<file path="config.mk">
export PLATFORM = sky130hd
export DESIGN_NAME = intel_hex_word_loader_top_flat
export DESIGN_NICKNAME = d
export VERILOG_FILES = /design/src/rtl/core/hexl_pkg.sv /design/src/rtl/core/hexl_ifs.sv /design/src/rtl/core/hexl_front.sv /design/src/rtl/core/hexl_queue.sv /design/src/rtl/core/hexl_back.sv /design/src/rtl/core/intel_hex_word_loader_top.sv /design/src/flat_wrapper.sv
export SDC_FILE = /design/constraint.sdc
export NUM_CORES = 1
export LEC_CHECK = 0
export BUFFER_PORTS_ARGS = -buffer_cell sky130_fd_sc_hd__buf_2
export CORE_MARGIN = 2
export CORE_UTILIZATION = 55
export DETAILED_ROUTE_END_ITERATION = 6
export PLACE_DENSITY = 0.73
export SLEW_MARGIN = 20
export SYNTH_ARGS = -nofsm -noshare
export SYNTH_HDL_FRONTEND = slang
export SYNTH_HIERARCHICAL = 1
export SYNTH_SLANG_ARGS = --single-unit
</file>
<file path="constraint.sdc">
create_clock -name clock -period 12.7 [get_ports clock]
set_input_delay 2.54 -clock clock [delete_from_list [all_inputs] [get_ports clock]]
set_output_delay 2.54 -clock clock [all_outputs]
set_load 0.05 [all_outputs]
</file>
<file path="src/rtl/core/hexl_pkg.sv">
// Shared types and constants for the hex word loader.
package hexl_pkg;

   // Result kinds
   localparam logic [1:0] KIND_WRITE  = 2'd0;
   localparam logic [1:0] KIND_FUSE   = 2'd1;
   localparam logic [1:0] KIND_FINISH = 2'd2;
   localparam logic [1:0] KIND_ERROR  = 2'd3;

   // Error codes
   localparam logic [1:0] ERR_SHORT   = 2'd0;
   localparam logic [1:0] ERR_CKSUM   = 2'd1;
   localparam logic [1:0] ERR_ODD     = 2'd2;
   localparam logic [1:0] ERR_NO_END  = 2'd3;

   // Record types
   localparam logic [7:0] REC_DATA    = 8'h00;
   localparam logic [7:0] REC_EOF     = 8'h01;

   // Characters
   localparam logic [7:0] CHAR_NL     = 8'h0A;
   localparam logic [7:0] CHAR_COLON  = 8'h3A;
   localparam logic [7:0] DIGIT_BAD   = 8'hFF;

   localparam logic [14:0] FUSE_WORD  = 15'h2007;
   localparam logic [14:0] PTR_MAX    = 15'h7FFF;
   localparam logic [8:0]  POS_MAX    = 9'd511;
   localparam logic [8:0]  HDR_LEN    = 9'd9;
   localparam int          HIGH_BITS  = 6;
   localparam int          QUEUE_DEPTH = 2;

   // One classified character, as handed from front to back
   typedef struct packed {
      logic [7:0] digit;     // hex value, or all ones if not a hex digit
      logic       is_nl;
      logic       is_colon;
      logic       eoi;
   } token_type;

endpackage

</file>
<file path="src/rtl/core/hexl_ifs.sv">
// Valid/ready channel interfaces for the hex word loader.
interface hexl_req_if;
   logic       valid;
   logic       ready;
   logic [7:0] character;
   logic       end_of_input;

   modport source (output valid, output character, output end_of_input, input ready);
   modport sink   (input valid, input character, input end_of_input, output ready);
endinterface

interface hexl_rsp_if;
   logic        valid;
   logic        ready;
   logic [1:0]  kind;
   logic [12:0] word_address;
   logic [13:0] word_data;
   logic        fuse_value;
   logic [1:0]  error_code;

   modport source (output valid, output kind, output word_address, output word_data,
                   output fuse_value, output error_code, input ready);
   modport sink   (input valid, input kind, input word_address, input word_data,
                   input fuse_value, input error_code, output ready);
endinterface

</file>
<file path="src/rtl/core/hexl_front.sv">
// Front end: takes characters and classifies them into tokens.
module hexl_front (
   hexl_req_if.sink              req_ch,
   output logic                  tok_valid,
   output hexl_pkg::token_type   tok,
   input  logic                  tok_ready
);

   function automatic logic [7:0] digit_value(input logic [7:0] c);
      logic [7:0] v;
      v = hexl_pkg::DIGIT_BAD;
      if (c >= 8'h30 && c <= 8'h39)      v = 8'(c - 8'h30);
      else if (c >= 8'h41 && c <= 8'h46) v = 8'(c - 8'h41 + 8'd10);
      else if (c >= 8'h61 && c <= 8'h66) v = 8'(c - 8'h61 + 8'd10);
      return v;
   endfunction

   assign tok_valid    = req_ch.valid;
   assign req_ch.ready = tok_ready;

   always_comb begin
      tok.digit    = digit_value(req_ch.character);
      tok.is_nl    = (req_ch.character == hexl_pkg::CHAR_NL);
      tok.is_colon = (req_ch.character == hexl_pkg::CHAR_COLON);
      tok.eoi      = req_ch.end_of_input;
   end

endmodule

</file>
<file path="src/rtl/core/hexl_queue.sv">
// Two-entry token queue between front and back.
module hexl_queue (
   input  logic                 clock,
   input  logic                 reset,
   input  logic                 push_valid,
   output logic                 push_ready,
   input  hexl_pkg::token_type  push_tok,
   output logic                 pop_valid,
   input  logic                 pop,
   output hexl_pkg::token_type  pop_tok
);

   localparam int PW = $clog2(hexl_pkg::QUEUE_DEPTH);

   hexl_pkg::token_type slot_ff [hexl_pkg::QUEUE_DEPTH];
   logic [PW-1:0] wr_ptr_ff, wr_ptr_in, rd_ptr_ff, rd_ptr_in;
   logic [PW:0]   count_ff, count_in;
   logic          do_push, do_pop;

   assign push_ready = (count_ff != (PW+1)'(hexl_pkg::QUEUE_DEPTH));
   assign pop_valid  = (count_ff != '0);
   assign pop_tok    = slot_ff[rd_ptr_ff];
   assign do_push    = push_valid && push_ready;
   assign do_pop     = pop && pop_valid;

   always_comb begin
      wr_ptr_in = do_push ? PW'(wr_ptr_ff + 1'b1) : wr_ptr_ff;
      rd_ptr_in = do_pop  ? PW'(rd_ptr_ff + 1'b1) : rd_ptr_ff;
      count_in  = (PW+1)'(count_ff + (PW+1)'(do_push) - (PW+1)'(do_pop));
   end

   always_ff @(posedge clock) begin
      if (reset) begin
         wr_ptr_ff <= '0;
         rd_ptr_ff <= '0;
         count_ff  <= '0;
      end else begin
         wr_ptr_ff <= wr_ptr_in;
         rd_ptr_ff <= rd_ptr_in;
         count_ff  <= count_in;
      end
   end

   always_ff @(posedge clock) begin
      if (do_push) begin
         slot_ff[wr_ptr_ff] <= push_tok;
      end
   end

endmodule

</file>
<file path="src/rtl/core/hexl_back.sv">
// Back end: record parser state and the result register.
module hexl_back #(
   parameter int MEM_WORDS = 8192
) (
   input  logic                 clock,
   input  logic                 reset,
   input  logic                 tok_valid,
   input  hexl_pkg::token_type  tok,
   output logic                 tok_pop,
   hexl_rsp_if.source           rsp_ch
);

   logic [8:0]  pos_ff, pos_in;
   logic        lir_ff, lir_in;
   logic [6:0]  pairs_ff, pairs_in;
   logic [7:0]  bc_ff, bc_in;
   logic [7:0]  rt_ff, rt_in;
   logic [14:0] wp_ff, wp_in;
   logic [7:0]  sum_ff, sum_in;
   logic [7:0]  hd_ff, hd_in;
   logic [7:0]  lbh_ff, lbh_in;
   logic [13:0] pend_ff, pend_in;
   logic        stop_ff, stop_in;

   logic        out_valid_ff, out_valid_in;
   logic [1:0]  kind_ff, kind_in;
   logic [12:0] addr_ff, addr_in;
   logic [13:0] data_ff, data_in;
   logic        fuse_ff, fuse_in;
   logic [1:0]  err_ff, err_in;

   logic        res;
   logic        adv, adv_nl, go;
   logic [7:0]  asm_byte;
   logic [1:0]  phase;
   logic [13:0] word;
   logic [14:0] rel_addr;
   logic [13:0] rel_word;
   logic        rel;

   assign tok_pop  = tok_valid && (!out_valid_ff || rsp_ch.ready);
   assign asm_byte = {hd_ff[3:0], 4'b0000} | tok.digit;

   always_comb begin
      pos_in = pos_ff;  lir_in = lir_ff;  pairs_in = pairs_ff;  bc_in = bc_ff;
      rt_in = rt_ff;    wp_in = wp_ff;    sum_in = sum_ff;      hd_in = hd_ff;
      lbh_in = lbh_ff;  pend_in = pend_ff; stop_in = stop_ff;
      res = 1'b0; kind_in = hexl_pkg::KIND_WRITE; addr_in = '0; data_in = '0;
      fuse_in = 1'b0; err_in = hexl_pkg::ERR_SHORT;
      adv = 1'b0; adv_nl = 1'b0; go = 1'b0; phase = '0; word = '0;
      rel = 1'b0; rel_addr = '0; rel_word = '0;

      if (tok_pop && !stop_ff) begin
         if (tok.eoi) begin
            res = 1'b1; stop_in = 1'b1; kind_in = hexl_pkg::KIND_ERROR;
            err_in = lir_ff ? hexl_pkg::ERR_SHORT : hexl_pkg::ERR_NO_END;
         end else if (!lir_ff) begin
            if (pos_ff == '0 && tok.is_colon) begin
               lir_in = 1'b1; sum_in = '0; wp_in = '0; pairs_in = '0;
            end
            adv = 1'b1; adv_nl = tok.is_nl;
         end else if (pos_ff < hexl_pkg::HDR_LEN) begin
            if (tok.is_nl) begin
               res = 1'b1; stop_in = 1'b1; kind_in = hexl_pkg::KIND_ERROR;
               err_in = hexl_pkg::ERR_SHORT;
            end else begin
               unique case (pos_ff)
                  9'd2: begin
                     bc_in = asm_byte; sum_in = asm_byte;
                  end
                  9'd4: begin
                     wp_in = {asm_byte, 7'b0000000};
                     sum_in = 8'(sum_ff + asm_byte);
                  end
                  9'd6: begin
                     lbh_in = asm_byte;
                     wp_in = wp_ff | {8'b0, asm_byte[7:1]};
                     sum_in = 8'(sum_ff + asm_byte);
                  end
                  9'd8: rt_in = asm_byte;
                  default: hd_in = tok.digit;
               endcase
               adv = 1'b1;
            end
         end else begin
            go = 1'b1;
            if (pos_ff == hexl_pkg::HDR_LEN) begin
               if (rt_ff == hexl_pkg::REC_EOF) begin
                  go = 1'b0; res = 1'b1; stop_in = 1'b1;
                  kind_in = hexl_pkg::KIND_FINISH;
               end else if (rt_ff != hexl_pkg::REC_DATA) begin
                  go = 1'b0; lir_in = 1'b0; adv = 1'b1; adv_nl = tok.is_nl;
               end else if (bc_ff[0] || lbh_ff[0]) begin
                  go = 1'b0; res = 1'b1; stop_in = 1'b1;
                  kind_in = hexl_pkg::KIND_ERROR; err_in = hexl_pkg::ERR_ODD;
               end else begin
                  pairs_in = bc_ff[7:1];
                  bc_in = '0;
               end
            end
            if (go) begin
               if (tok.is_nl) begin
                  res = 1'b1; stop_in = 1'b1; kind_in = hexl_pkg::KIND_ERROR;
                  err_in = hexl_pkg::ERR_SHORT;
               end else begin
                  phase = bc_in[1:0];
                  if (pairs_in == '0) begin
                     if (phase == 2'd0) begin
                        hd_in = tok.digit;
                        bc_in = {5'b0, bc_in[2], 2'b01};
                     end else if (8'(8'd0 - sum_ff) != asm_byte) begin
                        res = 1'b1; stop_in = 1'b1; kind_in = hexl_pkg::KIND_ERROR;
                        err_in = hexl_pkg::ERR_CKSUM;
                     end else begin
                        lir_in = 1'b0;
                        rel = bc_in[2]; rel_addr = wp_ff; rel_word = pend_ff;
                        bc_in = '0;
                     end
                  end else begin
                     unique case (phase)
                        2'd1: begin
                           lbh_in = asm_byte;
                           sum_in = 8'(sum_ff + asm_byte);
                        end
                        2'd3: begin
                           sum_in = 8'(sum_ff + asm_byte);
                           word = {asm_byte[hexl_pkg::HIGH_BITS-1:0], lbh_ff};
                           pairs_in = 7'(pairs_in - 7'd1);
                           if (pairs_in == '0) begin
                              pend_in = word; bc_in = 8'd4;
                           end else begin
                              rel = 1'b1; rel_addr = wp_ff; rel_word = word;
                              if (wp_ff != hexl_pkg::PTR_MAX) wp_in = 15'(wp_ff + 15'd1);
                              bc_in = '0;
                           end
                        end
                        default: hd_in = tok.digit;
                     endcase
                     if (phase != 2'd3) bc_in = {5'b0, bc_in[2], 2'(phase + 2'd1)};
                  end
                  adv = 1'b1;
               end
            end
         end

         if (rel) begin
            if (rel_addr == hexl_pkg::FUSE_WORD) begin
               res = 1'b1; kind_in = hexl_pkg::KIND_FUSE; fuse_in = rel_word[2];
            end else if (rel_addr < 15'(MEM_WORDS)) begin
               res = 1'b1; kind_in = hexl_pkg::KIND_WRITE;
               addr_in = rel_addr[12:0]; data_in = rel_word;
            end
         end

         if (adv) begin
            if (adv_nl) begin
               pos_in = '0; lir_in = 1'b0;
            end else if (pos_ff != hexl_pkg::POS_MAX) begin
               pos_in = 9'(pos_ff + 9'd1);
            end
         end
      end

      if (tok_pop && res)              out_valid_in = 1'b1;
      else if (rsp_ch.ready)           out_valid_in = 1'b0;
      else                             out_valid_in = out_valid_ff;
   end

   always_ff @(posedge clock) begin
      if (reset) begin
         pos_ff <= '0; lir_ff <= 1'b0; pairs_ff <= '0; bc_ff <= '0; rt_ff <= '0;
         wp_ff <= '0; sum_ff <= '0; hd_ff <= '0; lbh_ff <= '0; pend_ff <= '0;
         stop_ff <= 1'b0; out_valid_ff <= 1'b0;
      end else begin
         pos_ff <= pos_in; lir_ff <= lir_in; pairs_ff <= pairs_in; bc_ff <= bc_in;
         rt_ff <= rt_in; wp_ff <= wp_in; sum_ff <= sum_in; hd_ff <= hd_in;
         lbh_ff <= lbh_in; pend_ff <= pend_in; stop_ff <= stop_in;
         out_valid_ff <= out_valid_in;
      end
   end

   always_ff @(posedge clock) begin
      if (tok_pop && res) begin
         kind_ff <= kind_in; addr_ff <= addr_in; data_ff <= data_in;
         fuse_ff <= fuse_in; err_ff <= err_in;
      end
   end

   assign rsp_ch.valid        = out_valid_ff;
   assign rsp_ch.kind         = kind_ff;
   assign rsp_ch.word_address = addr_ff;
   assign rsp_ch.word_data    = data_ff;
   assign rsp_ch.fuse_value   = fuse_ff;
   assign rsp_ch.error_code   = err_ff;

endmodule

</file>
<file path="src/rtl/core/intel_hex_word_loader_top.sv">
// Top level of the hex word loader: front, token queue and parser back end.
//
//   channel  | dir | payload                                            | transfer
//   ---------+-----+----------------------------------------------------+------------------
//   req_ch   | in  | character[7:0], end_of_input                       | valid && ready
//   rsp_ch   | out | kind, word_address, word_data, fuse_value, err code| valid && ready
//
// While rsp_ch does not stall, one character is taken per cycle; the parser back
// end retires one queued token per cycle, so the sustained rate is one character per clock.
// A character's result passes through the token queue and then the parser,
// whose result register drives rsp_ch.
// A stalled rsp_ch holds the result register; the back end then stops popping,
// and the two-entry queue keeps req_ch ready until it fills.
// Reset is synchronous and active high; it clears the queue, the parser state
// and the result valid. After a finish or error result all later input is
// taken and dropped.
module intel_hex_word_loader_top #(
   parameter int MEM_WORDS = 8192
) (
   input  logic        clock,
   input  logic        reset,
   hexl_req_if.sink    req_ch,
   hexl_rsp_if.source  rsp_ch
);

   // Classified character from the front end
   logic                 fr_valid;
   logic                 fr_ready;
   hexl_pkg::token_type  fr_tok;

   // Head of the queue as seen by the back end
   logic                 q_valid;
   logic                 q_pop;
   hexl_pkg::token_type  q_tok;

   // Decode digit, newline, colon and end marker
   hexl_front u_front (
      .req_ch    (req_ch),
      .tok_valid (fr_valid),
      .tok       (fr_tok),
      .tok_ready (fr_ready)
   );

   // Decouple input transfers from result stalls
   hexl_queue u_queue (
      .clock      (clock),
      .reset      (reset),
      .push_valid (fr_valid),
      .push_ready (fr_ready),
      .push_tok   (fr_tok),
      .pop_valid  (q_valid),
      .pop        (q_pop),
      .pop_tok    (q_tok)
   );

   // Advance the record parser and register its result
   hexl_back #(
      .MEM_WORDS (MEM_WORDS)
   ) u_back (
      .clock     (clock),
      .reset     (reset),
      .tok_valid (q_valid),
      .tok       (q_tok),
      .tok_pop   (q_pop),
      .rsp_ch    (rsp_ch)
   );

endmodule

</file>
<file path="src/flat_wrapper.sv">
// flat-port wrapper written by rule: the top's interface ports become plain ports
module intel_hex_word_loader_top_flat 
#(
   parameter int MEM_WORDS = 8192
)
  (clock, reset, req_ch_valid, req_ch_character, req_ch_end_of_input, req_ch_ready, rsp_ch_valid, rsp_ch_kind, rsp_ch_word_address, rsp_ch_word_data, rsp_ch_fuse_value, rsp_ch_error_code, rsp_ch_ready);
  hexl_req_if req_ch_i ();
  hexl_rsp_if rsp_ch_i ();
  input  logic clock;
  input  logic reset;
  input wire logic [$bits(req_ch_i.valid)-1:0] req_ch_valid;
  input wire logic [$bits(req_ch_i.character)-1:0] req_ch_character;
  input wire logic [$bits(req_ch_i.end_of_input)-1:0] req_ch_end_of_input;
  output wire logic [$bits(req_ch_i.ready)-1:0] req_ch_ready;
  output wire logic [$bits(rsp_ch_i.valid)-1:0] rsp_ch_valid;
  output wire logic [$bits(rsp_ch_i.kind)-1:0] rsp_ch_kind;
  output wire logic [$bits(rsp_ch_i.word_address)-1:0] rsp_ch_word_address;
  output wire logic [$bits(rsp_ch_i.word_data)-1:0] rsp_ch_word_data;
  output wire logic [$bits(rsp_ch_i.fuse_value)-1:0] rsp_ch_fuse_value;
  output wire logic [$bits(rsp_ch_i.error_code)-1:0] rsp_ch_error_code;
  input wire logic [$bits(rsp_ch_i.ready)-1:0] rsp_ch_ready;
  assign req_ch_i.valid = req_ch_valid;
  assign req_ch_i.character = req_ch_character;
  assign req_ch_i.end_of_input = req_ch_end_of_input;
  assign req_ch_ready = req_ch_i.ready;
  assign rsp_ch_valid = rsp_ch_i.valid;
  assign rsp_ch_kind = rsp_ch_i.kind;
  assign rsp_ch_word_address = rsp_ch_i.word_address;
  assign rsp_ch_word_data = rsp_ch_i.word_data;
  assign rsp_ch_fuse_value = rsp_ch_i.fuse_value;
  assign rsp_ch_error_code = rsp_ch_i.error_code;
  assign rsp_ch_i.ready = rsp_ch_ready;
  intel_hex_word_loader_top #(.MEM_WORDS(MEM_WORDS)) u_core (.clock(clock), .reset(reset), .req_ch(req_ch_i), .rsp_ch(rsp_ch_i));
endmodule
</file>
==> results.yml, run 1 <==
timing:
  slew_violations: 0
  hold_violations: 0
  fmax_mhz: 178
  period_minus_slack_ps: 5630
  tns_ps: 0
  rsz0062_at_grt: "false"
  skew_ps: 7.47
  setup_violations: 0
  fin_crit_sh: 0.443
  max_slew_margin: 0.215
  tightest_slew_ps: 1170
detailed_routing:
  first_pass_iters: 6
  ant_nets: 0
  num_vias: 7404
  drt_iter0_drc: 743
  wl_per_cell_um: 18.8
  drc: 0
  via_per_inst: 6.43
  routed_wl_mm: 21.7
yosys:
  syn_area_per_cell_sq_um: 9.09
  mappedNetlistArea_sq_um: 8500
  synth_cell_type_count: 90
  synth_edf_count: 54
  syn_nets: 979
  ys_ff_latch: 143
  ys_warn_count: 6
  synth-async-reset-ratio: 0
  ys_seq_area_frac: 0.400
  synthFlopType: "dfxtp_1"
  netlist_instances: 935
outcome:
  status: "finished, final reports clean"
worst_setup_path:
  cp_max_fo: 32
  arrival_ps: 5670
  worstReg2RegEnd: "u_core/u_back/rsp_ch.error_code[0]$_SDFFCE_PN0P_"
  crit_chain: "nor4_1 > nand3_1 > nor2_1 > mux2i_1 > ha_1 > nand3_1 > nor3_1 > nor2_2 > buf_4 > nor3b_4 > nand4_1 > a31oi_4"
  max_stage_delay_ps: 920
  slowest_stage: "a31oi_4"
  start_kind: "flop"
  cp.required_ps: 12750
  cp_top_family: "simple AND/OR/NAND/NOR gates"
  rr_worst_depth: 12
  reg2reg_from: "u_core/u_back/rt_ff[4]$_SDFFE_PP0P_"
  cp.depth: 12
  r2r_slack_ps: 7070
  worstSetupEndpointType: "flop"
  endpoint: "u_core/u_back/rsp_ch.error_code[0]$_SDFFCE_PN0P_"
  path_buf_inv: 1
  cp_common_cell: "nand3_1"
  startpoint: "u_core/u_back/rt_ff[4]$_SDFFE_PP0P_"
  path_class: "reg -> reg"
die:
  die_w_um: 128
  core_area_sq_um: 15100
  ios: 47
  die_area_sq_um: 16500
  initial_core_util: 0.561
  rows: 45
  die_h_um: 128
finish:
  num_antenna_cells: 0
  drive_gt1_frac: 0.146
  stdcell_count: 1152
  area_growth_syn_to_layout_pct: 11.0
  num-nets-final: 995
global_route:
  grt.total_usage: 0.270
  grt_pass1_vias: 6918
  antenna_found_initial: 0
  overflow: 0
  grt_max_degree: 52
  grt_pass1_wl_mm: 35.2
run:
  maxCapViolCount: 0
cts:
  cts_root_buffer: "clkbuf_16"
  ctsHoldBuffers: 0
  post_cts_resize_count: 0
  htreeDepth: 4
  numCtsBuffers: 17
  clk_pin_slew_ps: 60
  clk_latency_ps: 430
  ctsLongestPathBuffers: 2
  clock_sinks: 143
  cts_tree: "built"
  post_cts_buffers: 0
placed_design:
  place_hpwl_mm: 14.7
  numPortBuffers: 46
  gp_congestion: 0.955
  placed_cells: 1120
power:
  vdd_ir_drop_max_mv: 0.133
  leakage_nw: 3.43
  p_total_mw: 1.46
  power_density_nw_per_um2: 154
min_path:
  hold_class: "reg -> reg"
-- kinds of logic after synthesis --
kind of cell	share of synthesized area
fa+ha+maj	0.0465
simple gates	0.225
xor+xnor	0.0424
mux	0.0659
buf+inv	0.0418
compound gates	0.178
flops	0.400
-- per-stage QoR --
step / hold WS [ps] / worst slack (ps) / utilization / area [sq um]
global route: 513 / 6620 / 0.623 / 9430
floorplan: 428 / 7270 / - / 8500
finish: 480 / 7070 / 0.623 / 9430
global placement: 444 / 7240 / 0.580 / 8780
detailed placement: 458 / 6970 / 0.580 / 8780
CTS: 473 / 6880 / 0.622 / 9420
-- report_power, final --
group,internal (mW),total [mW],switching [mW]
Combinational,0.0951,0.360,0.265
Sequential,0.531,0.558,0.0274
Clock,0.320,0.539,0.219
Total,0.946,1.46,0.511
-- synthesized netlist by cell type, drive strengths merged (3+ instances only) --
master,number,area (sq um)
xor2,18,158
o31ai,4,30.0
mux2i,38,380
inv,28,105
o22ai,6,37.5
or2,3,18.8
o21bai,5,37.5
and2,6,37.5
a311oi,3,26.3
nand3b,6,45.0
a21o,7,53.8
nand4,10,62.6
nor4b,3,26.3
a22o,7,61.3
o21a,5,37.5
a32oi,17,149
a31oi,8,50.1
a21oi,52,264
o221ai,3,26.3
nor3b,19,178
nor4,12,96.3
o211ai,8,60.1
o21ai,36,188
nor2b,4,25.0
nand2,65,244
xnor2,18,158
or3,9,56.3
nand3,42,215
or4,5,45.0
mux2,16,180
a31o,10,87.6
nor2,125,484
buf,19,119
clkbuf,35,131
nand4b,3,26.3
edfxtp,54,1620
ha,30,375
dfxtp,89,1780
and3,16,101
a211oi,14,120
nand2b,12,75.1
nor3,27,140
-- tightest hold or removal path, delay by kind of cell, from the launching register on --
kind | cells | cell delay (ps)
DFF | 1 | 320
and+or+nand+nor | 1 | 80
AOI/OAI and AO/OA | 1 | 40
-- flip-flops by register name, indices dropped and copies added (netlist names), named ones only --
register	cells
u_core/u_back/lbh_ff	8
u_core/u_queue/wr_ptr_ff	1
u_core/u_back/rsp_ch.error_code	2
u_core/u_back/sum_ff	8
u_core/u_back/hd_ff	4
u_core/u_back/rsp_ch.word_address	13
u_core/u_queue/count_ff	2
u_core/u_back/rsp_ch.valid	1
u_core/u_back/pend_ff	14
u_core/u_queue/rd_ptr_ff	1
u_core/u_back/lir_ff	1
u_core/u_back/pos_ff	9
u_core/u_back/bc_ff	8
u_core/u_back/rsp_ch.word_data	14
u_core/u_back/stop_ff	1
u_core/u_back/rsp_ch.kind	2
u_core/u_queue/slot_ff	22
u_core/u_back/rsp_ch.fuse_value	1
u_core/u_back/pairs_ff	7
u_core/u_back/rt_ff	8
u_core/u_back/wp_ff	15
-- cell usage in the layout (no fill, tap or decap), types with 7 or more instances in the layout --
master,instances
xnor2_1,18
ha_1,30
nand2_1,65
xor2_1,18
and3_1,15
a31o_1,7
nand2b_1,12
a22o_1,7
a31oi_1,7
nor2_1,119
a21oi_1,51
or3_1,9
edfxtp_1,54
buf_2,46
a211oi_1,10
nor3_1,25
clkbuf_16,17
nor3b_1,12
inv_1,28
a32oi_1,17
nand3_1,40
o21ai_0,32
mux2_2,15
dfxtp_1,89
o211ai_1,8
nor4_1,10
mux2i_1,38
nand4_1,10
-- how the worst min path moves through the flow --
stage | from | end | slack, ps | cells past startpoint
after CTS | u_core/u_back/stop_ff$_SDFFE_PP0P_ | u_core/u_back/stop_ff$_SDFFE_PP0P_ | 470 | 2
final | u_core/u_back/stop_ff$_SDFFE_PP0P_ | u_core/u_back/stop_ff$_SDFFE_PP0P_ | 480 | 2
after global placement | u_core/u_back/stop_ff$_SDFFE_PP0P_ | u_core/u_back/stop_ff$_SDFFE_PP0P_ | 440 | 2
after floorplan | u_core/u_back/stop_ff$_SDFFE_PP0P_ | u_core/u_back/stop_ff$_SDFFE_PP0P_ | 430 | 2
after detailed placement | u_core/u_back/stop_ff$_SDFFE_PP0P_ | u_core/u_back/stop_ff$_SDFFE_PP0P_ | 460 | 2
after global routing | u_core/u_back/pos_ff[8]$_SDFFE_PP0P_ | u_core/u_back/pos_ff[8]$_SDFFE_PP0P_ | 510 | 2
-- routing by layer --
metal | global-route usage | share of wire | up-vias
met4 | 0.109 | 0.027 | 0
met5 | 0 | 0 | -
li1 | - | - | 3482
met1 | 0.366 | 0.45 | 3544
met3 | 0.0618 | 0.071 | 52
met2 | 0.419 | 0.46 | 326
-- layout make-up --
| type | count | area (sq um) |
|---|---|---|
| clock buffers | 17 | 425 |
| fillers | 1271 | 5710 |
| clock inverters | 15 | 213 |
| multi-input cells | 710 | 4780 |
| repair buffers | 51 | 268 |
| inverters | 28 | 105 |
| flip-flops and latches | 143 | 3400 |
| well taps | 188 | 235 |
No activity file was read; power rests on OpenSTA's default activity.
==> run 2: changes to the inputs <==
--- a/config.mk
+++ b/config.mk
@@ -9,7 +9,7 @@
 export CORE_MARGIN = 2
 export CORE_UTILIZATION = 55
 export DETAILED_ROUTE_END_ITERATION = 6
-export PLACE_DENSITY = 0.73
+export PLACE_DENSITY = 0.76
 export SLEW_MARGIN = 20
 export SYNTH_ARGS = -nofsm -noshare
 export SYNTH_HDL_FRONTEND = slang
==> constraint.sdc (replaced) <==
create_clock -name clock -period 4.9 [get_ports clock]
set_input_delay 0.98 -clock clock [delete_from_list [all_inputs] [get_ports clock]]
set_output_delay 0.98 -clock clock [all_outputs]
set_load 0.05 [all_outputs]
==> results.yml, run 2 (synthesized netlist as in run 1, its figures left out) <==
die:
  die_w_um: 128
  ios: 47
  die_area_sq_um: 16500
  die_h_um: 128
  initial_core_util: 0.561
  rows: 45
  core_area_sq_um: 15100
finish:
  top_regs: "u_core/u_queue/slot_ff (22), u_core/u_back/wp_ff (15)"
  area_growth_syn_to_layout_pct: 11.6
  largest_reg_flops: 22
  final_cell_mix: "nor2_1, dfxtp_1, nand2_1"
  top_register: "u_core/u_queue/slot_ff"
  num_antenna_cells: 0
  layout_commonest_cell: "nor2_1"
  fill_cells: 1255
  final_util: 0.627
  drive_gt1_frac: 0.155
  num-nets-final: 1007
detailed_routing:
  ant_nets: 0
  wl_per_cell_um: 18.5
  routed_wl_mm: 21.5
  drc: 0
  num_vias: 7384
  via_per_inst: 6.34
  drt_iter0_drc: 818
  first_pass_iters: 7
worst_setup_path:
  arrival_ps: 4540
  path_class: "reg -> reg"
  worstSetupEndpointType: "flop"
  rr_worst_depth: 14
  worstReg2RegEnd: "u_core/u_back/rsp_ch.word_address[2]$_SDFFCE_PP0P_"
  start_kind: "flop"
  reg2reg_from: "u_core/u_back/pos_ff[3]$_SDFFE_PP0P_"
  cp_max_fo: 17
  cp.required_ps: 5040
  r2r_slack_ps: 500
power:
  leakage_nw: 3.47
  vdd_ir_drop_max_mv: 0.394
  power_density_nw_per_um2: 390
cts:
  ctsHoldBuffers: 0
  post_cts_buffers: 0
  ctsLongestPathBuffers: 2
  cts_root_buffer: "clkbuf_16"
  htreeDepth: 4
  numCtsBuffers: 17
  clk_pin_slew_ps: 60
  post_cts_resize_count: 0
  clk_latency_ps: 430
  cts_tree: "built"
  clock_sinks: 143
timing:
  tightest_slew_ps: 1060
  fmax_mhz: 227
  slew_violations: 0
  skew_ps: 8.01
  tns_ps: 0
  fin_crit_sh: 0.897
  rsz0062_at_grt: "false"
  hold_violations: 0
  period_minus_slack_ps: 4400
  max_slew_margin: 0.287
  setup_violations: 0
min_path:
  hp-start: "u_core/u_back/pairs_ff[1]$_SDFFE_PP0P_"
  worstHoldEndpoint: "u_core/u_back/pairs_ff[1]$_SDFFE_PP0P_"
  hold_class: "reg -> reg"
  holdPathStages: 2
run:
  maxCapViolCount: 0
global_route:
  overflow: 0
  grt_pass1_vias: 6868
  antenna_found_initial: 1
  grt_max_degree: 55
  grt_pass1_wl_mm: 35.1
  grt.total_usage: 0.268
outcome:
  status: "finished, final reports clean"
placed_design:
  place_hpwl_mm: 14.7
  numPortBuffers: 46
  gp_congestion: 0.928
-- run 2: cell count changes in the layout (fill, tap and decap cells not counted) --
| cell | before | now |
|---|---|---|
| clkbuf_8 | 0 | 2 |
| buf_12 | 0 | 1 |
| clkinvlp_4 | 0 | 2 |
| clkinv_1 | 0 | 1 |
| buf_4 | 5 | 16 |
| clkinv_4 | 1 | 4 |
| nand3_1 | 40 | 41 |
| inv_6 | 6 | 3 |
| clkinv_8 | 1 | 0 |
| nand3_2 | 2 | 1 |
| inv_8 | 4 | 1 |
| nor3b_2 | 6 | 7 |
| nor3b_4 | 1 | 0 |
| bufinv_16 | 3 | 2 |
-- run 2: worst max path at each step --
stage / end / startpoint / cells past startpoint / slack, ps
after floorplan: u_core/u_back/rsp_ch.error_code[0]$_SDFFCE_PN0P_ / u_core/u_back/rt_ff[4]$_SDFFE_PP0P_ / 13 / 220
after global placement: u_core/u_back/rsp_ch.word_address[12]$_SDFFCE_PP0P_ / u_core/u_back/pos_ff[3]$_SDFFE_PP0P_ / 14 / 750
after detailed placement: u_core/u_back/rsp_ch.word_address[2]$_SDFFCE_PP0P_ / u_core/u_back/pos_ff[3]$_SDFFE_PP0P_ / 14 / 590
after CTS: u_core/u_back/rsp_ch.word_address[2]$_SDFFCE_PP0P_ / u_core/u_back/pos_ff[3]$_SDFFE_PP0P_ / 14 / 540
after global routing: u_core/u_back/rsp_ch.word_address[2]$_SDFFCE_PP0P_ / u_core/u_back/pos_ff[3]$_SDFFE_PP0P_ / 14 / 210
final: u_core/u_back/rsp_ch.word_address[2]$_SDFFCE_PP0P_ / u_core/u_back/pos_ff[3]$_SDFFE_PP0P_ / 14 / 500
-- run 2: critical path: stages (launching register included) --
cell and delay (ps):
dfxtp_1 560, nor4b_1 370, nand4b_1 210, nor2_1 140, buf_4 190, mux2i_1 360
ha_1 350, nand2_1 100, xnor2_1 150, nor4b_1 350, a211oi_2 130, o21a_1 220
buf_4 210, a21oi_2 630, nor3b_1 120
-- run 2: where the power goes --
group          switching [mW]  total [mW]  internal (mW)
combinational           0.686       0.950          0.264
clock                   0.523        1.31          0.785
sequential             0.0728        1.45           1.37
-- run 2: layer usage --
metal / up-vias / global-route usage / wire length (um)
met1: 3498 / 0.358 / 9130
met3: 56 / 0.0651 / 1680
met5: - / 0 / 0
li1: 3497 / - / -
met4: 0 / 0.0963 / 562
met2: 333 / 0.427 / 10100
-- run 2: metrics by stage --
stage	hold slack, ps	power, mW	setup slack (ps)	area, sq um	std cells
floorplan	428	2.17	215	8510	935
global placement	437	2.39	746	8880	1132
detailed placement	459	2.40	593	8880	1132
CTS	491	3.71	539	9490	1164
global route	516	3.86	210	9490	1164
finish	488	3.71	504	9490	1164
-- run 2: final cells by class --
| class | instances | area [sq um] | area share |
|---|---|---|---|
| sequential | 143 | 3400 | 0.359 |
| tap | 188 | 235 | 0.0248 |
| multi-input combinational | 710 | 4770 | 0.503 |
| inverter | 28 | 105 | 0.0111 |
| timing repair buffer | 63 | 370 | 0.0390 |
| clock buffer | 19 | 453 | 0.0477 |
| clock inverter | 13 | 151 | 0.0160 |
==> run 3: changes to the inputs <==
--- a/config.mk
+++ b/config.mk
@@ -7,9 +7,9 @@
 export LEC_CHECK = 0
 export BUFFER_PORTS_ARGS = -buffer_cell sky130_fd_sc_hd__buf_2
 export CORE_MARGIN = 2
-export CORE_UTILIZATION = 55
+export CORE_UTILIZATION = 56
 export DETAILED_ROUTE_END_ITERATION = 6
-export PLACE_DENSITY = 0.76
+export PLACE_DENSITY = 0.77
 export SLEW_MARGIN = 20
 export SYNTH_ARGS = -nofsm -noshare
 export SYNTH_HDL_FRONTEND = slang
==> results.yml, run 3 (synthesized netlist as in run 1, its figures left out) <==
outcome:
  status: "finished, violations left"
  violations: "design-rule violations"
cts:
  clk_latency_ps: 440
  post_cts_buffers: 0
  htreeDepth: 4
  ctsHoldBuffers: 0
  cts_root_buffer: "clkbuf_16"
  cts_tree: "built"
  ctsLongestPathBuffers: 2
  clock_sinks: 143
  clk_pin_slew_ps: 60
  post_cts_resize_count: 0
  numCtsBuffers: 17
placed_design:
  gp_congestion: 0.994
  numPortBuffers: 46
  place_hpwl_mm: 14.8
timing:
  period_minus_slack_ps: 4350
  slew_violations: 0
  max_slew_margin: 0.330
  tns_ps: 0
  skew_ps: 11.4
  rsz0062_at_grt: "false"
  hold_violations: 0
  fmax_mhz: 230
  tightest_slew_ps: 996
  setup_violations: 0
  fin_crit_sh: 0.888
global_route:
  grt.total_usage: 0.275
  grt_pass1_wl_mm: 35.3
  grt_max_degree: 45
  grt_pass1_vias: 6972
  antenna_found_initial: 0
  overflow: 0
detailed_routing:
  drt_iter0_drc: 731
  drc: 1
  num_vias: 7475
  first_pass_iters: 7
  ant_nets: 0
  via_per_inst: 6.40
  wl_per_cell_um: 18.7
  routed_wl_mm: 21.8
die:
  die_h_um: 127
  core_area_sq_um: 15000
  die_area_sq_um: 16200
  ios: 47
  die_w_um: 127
  rows: 45
  initial_core_util: 0.565
finish:
  final_cell_mix: "nor2_1, dfxtp_1, nand2_1"
  num-nets-final: 1011
  largest_reg_flops: 22
  drive_gt1_frac: 0.158
  top_regs: "u_core/u_queue/slot_ff (22), u_core/u_back/wp_ff (15)"
  area_growth_syn_to_layout_pct: 12.1
  fill_cells: 1239
  num_antenna_cells: 0
  layout_commonest_cell: "nor2_1"
  top_register: "u_core/u_queue/slot_ff"
  final_util: 0.634
run:
  maxCapViolCount: 0
min_path:
  holdPathStages: 2
  hp-start: "u_core/u_back/stop_ff$_SDFFE_PP0P_"
  hold_class: "reg -> reg"
  worstHoldEndpoint: "u_core/u_back/stop_ff$_SDFFE_PP0P_"
worst_setup_path:
  rr_worst_depth: 14
  cp_max_fo: 17
  path_class: "reg -> reg"
  reg2reg_from: "u_core/u_back/pos_ff[6]$_SDFFE_PP0P_"
  cp.required_ps: 5040
  r2r_slack_ps: 550
  worstSetupEndpointType: "flop"
  arrival_ps: 4490
  start_kind: "flop"
  worstReg2RegEnd: "u_core/u_back/rsp_ch.word_address[4]$_SDFFCE_PP0P_"
power:
  leakage_nw: 3.48
  vdd_ir_drop_max_mv: 0.312
  power_density_nw_per_um2: 394
==> run 3: cell types whose count changed in the layout (fill, tap and decap cells not counted) <==
cell,delta
clkinv_4,-1
clkinv_2,+1
clkbuf_8,-2
clkinvlp_4,+2
buf_4,+4
bufinv_16,+1
inv_6,-1
==> run 3: how the worst max path moves through the flow <==
stage,start,endpoint,depth (start not counted)
6_report,u_core/u_back/pos_ff[6]$_SDFFE_PP0P_,u_core/u_back/rsp_ch.word_address[4]$_SDFFCE_PP0P_,14
2_1_floorplan,u_core/u_back/rt_ff[4]$_SDFFE_PP0P_,u_core/u_back/rsp_ch.error_code[0]$_SDFFCE_PN0P_,13
3_5_place_dp,u_core/u_back/pos_ff[6]$_SDFFE_PP0P_,u_core/u_back/rsp_ch.word_address[0]$_SDFFCE_PP0P_,14
3_3_place_gp,u_core/u_back/pos_ff[6]$_SDFFE_PP0P_,u_core/u_back/rsp_ch.word_address[3]$_SDFFCE_PP0P_,14
4_1_cts,u_core/u_back/pos_ff[6]$_SDFFE_PP0P_,u_core/u_back/rsp_ch.word_address[0]$_SDFFCE_PP0P_,14
5_1_grt,u_core/u_back/pos_ff[6]$_SDFFE_PP0P_,u_core/u_back/rsp_ch.word_address[12]$_SDFFCE_PP0P_,14
==> run 3: layout make-up <==
cell class | count | area, sq um | share of cell area
Clock inverter | 15 | 184 | 0.0193
Tap cell | 188 | 235 | 0.0247
Clock buffer | 17 | 425 | 0.0447
Inverter | 28 | 105 | 0.0110
Timing Repair Buffer | 67 | 400 | 0.0420
Multi-Input combinational cell | 710 | 4770 | 0.501
Sequential cell | 143 | 3400 | 0.357
==> run 3: worst max-delay path: stages, from the launching register on <==
cell and delay [ps]:
dfxtp_1 420, nor4b_1 380, nand4b_1 210, nor2_1 210
buf_4 200, mux2i_1 290, ha_1 340, nand2_1 120
xnor2_1 160, nor4b_1 320, a211oi_2 130, o21a_1 210
buf_4 200, a21oi_2 710, nor3_1 140
==> run 3: report_power, final <==
| part | internal (mW) | switching (mW) | leakage (nW) | total (mW) |
|---|---|---|---|---|
| registers | 1.37 | 0.0724 | 1.19 | 1.45 |
| logic | 0.267 | 0.691 | 2.01 | 0.958 |
| clock network | 0.805 | 0.540 | 0.285 | 1.35 |
| total | 2.45 | 1.30 | 3.48 | 3.75 |
==> run 3: layer usage <==
layer	track usage	vias up	wire, um
li1	-	3506	-
met1	0.359	3571	9250
met2	0.440	335	10200
met3	0.0683	63	1630
met4	0.112	0	733
met5	0	-	0
==> run 3: through the flow <==
step | worst slack, ps | power (mW) | instances | hold WS [ps] | area, sq um
3_5_place_dp | 746 | 2.41 | 1136 | 458 | 8910
2_1_floorplan | 215 | 2.17 | 935 | 428 | 8510
5_1_grt | 257 | 3.90 | 1168 | 507 | 9530
6_report | 551 | 3.75 | 1168 | 475 | 9530
4_1_cts | 652 | 3.75 | 1168 | 474 | 9520
3_3_place_gp | 853 | 2.40 | 1136 | 448 | 8910
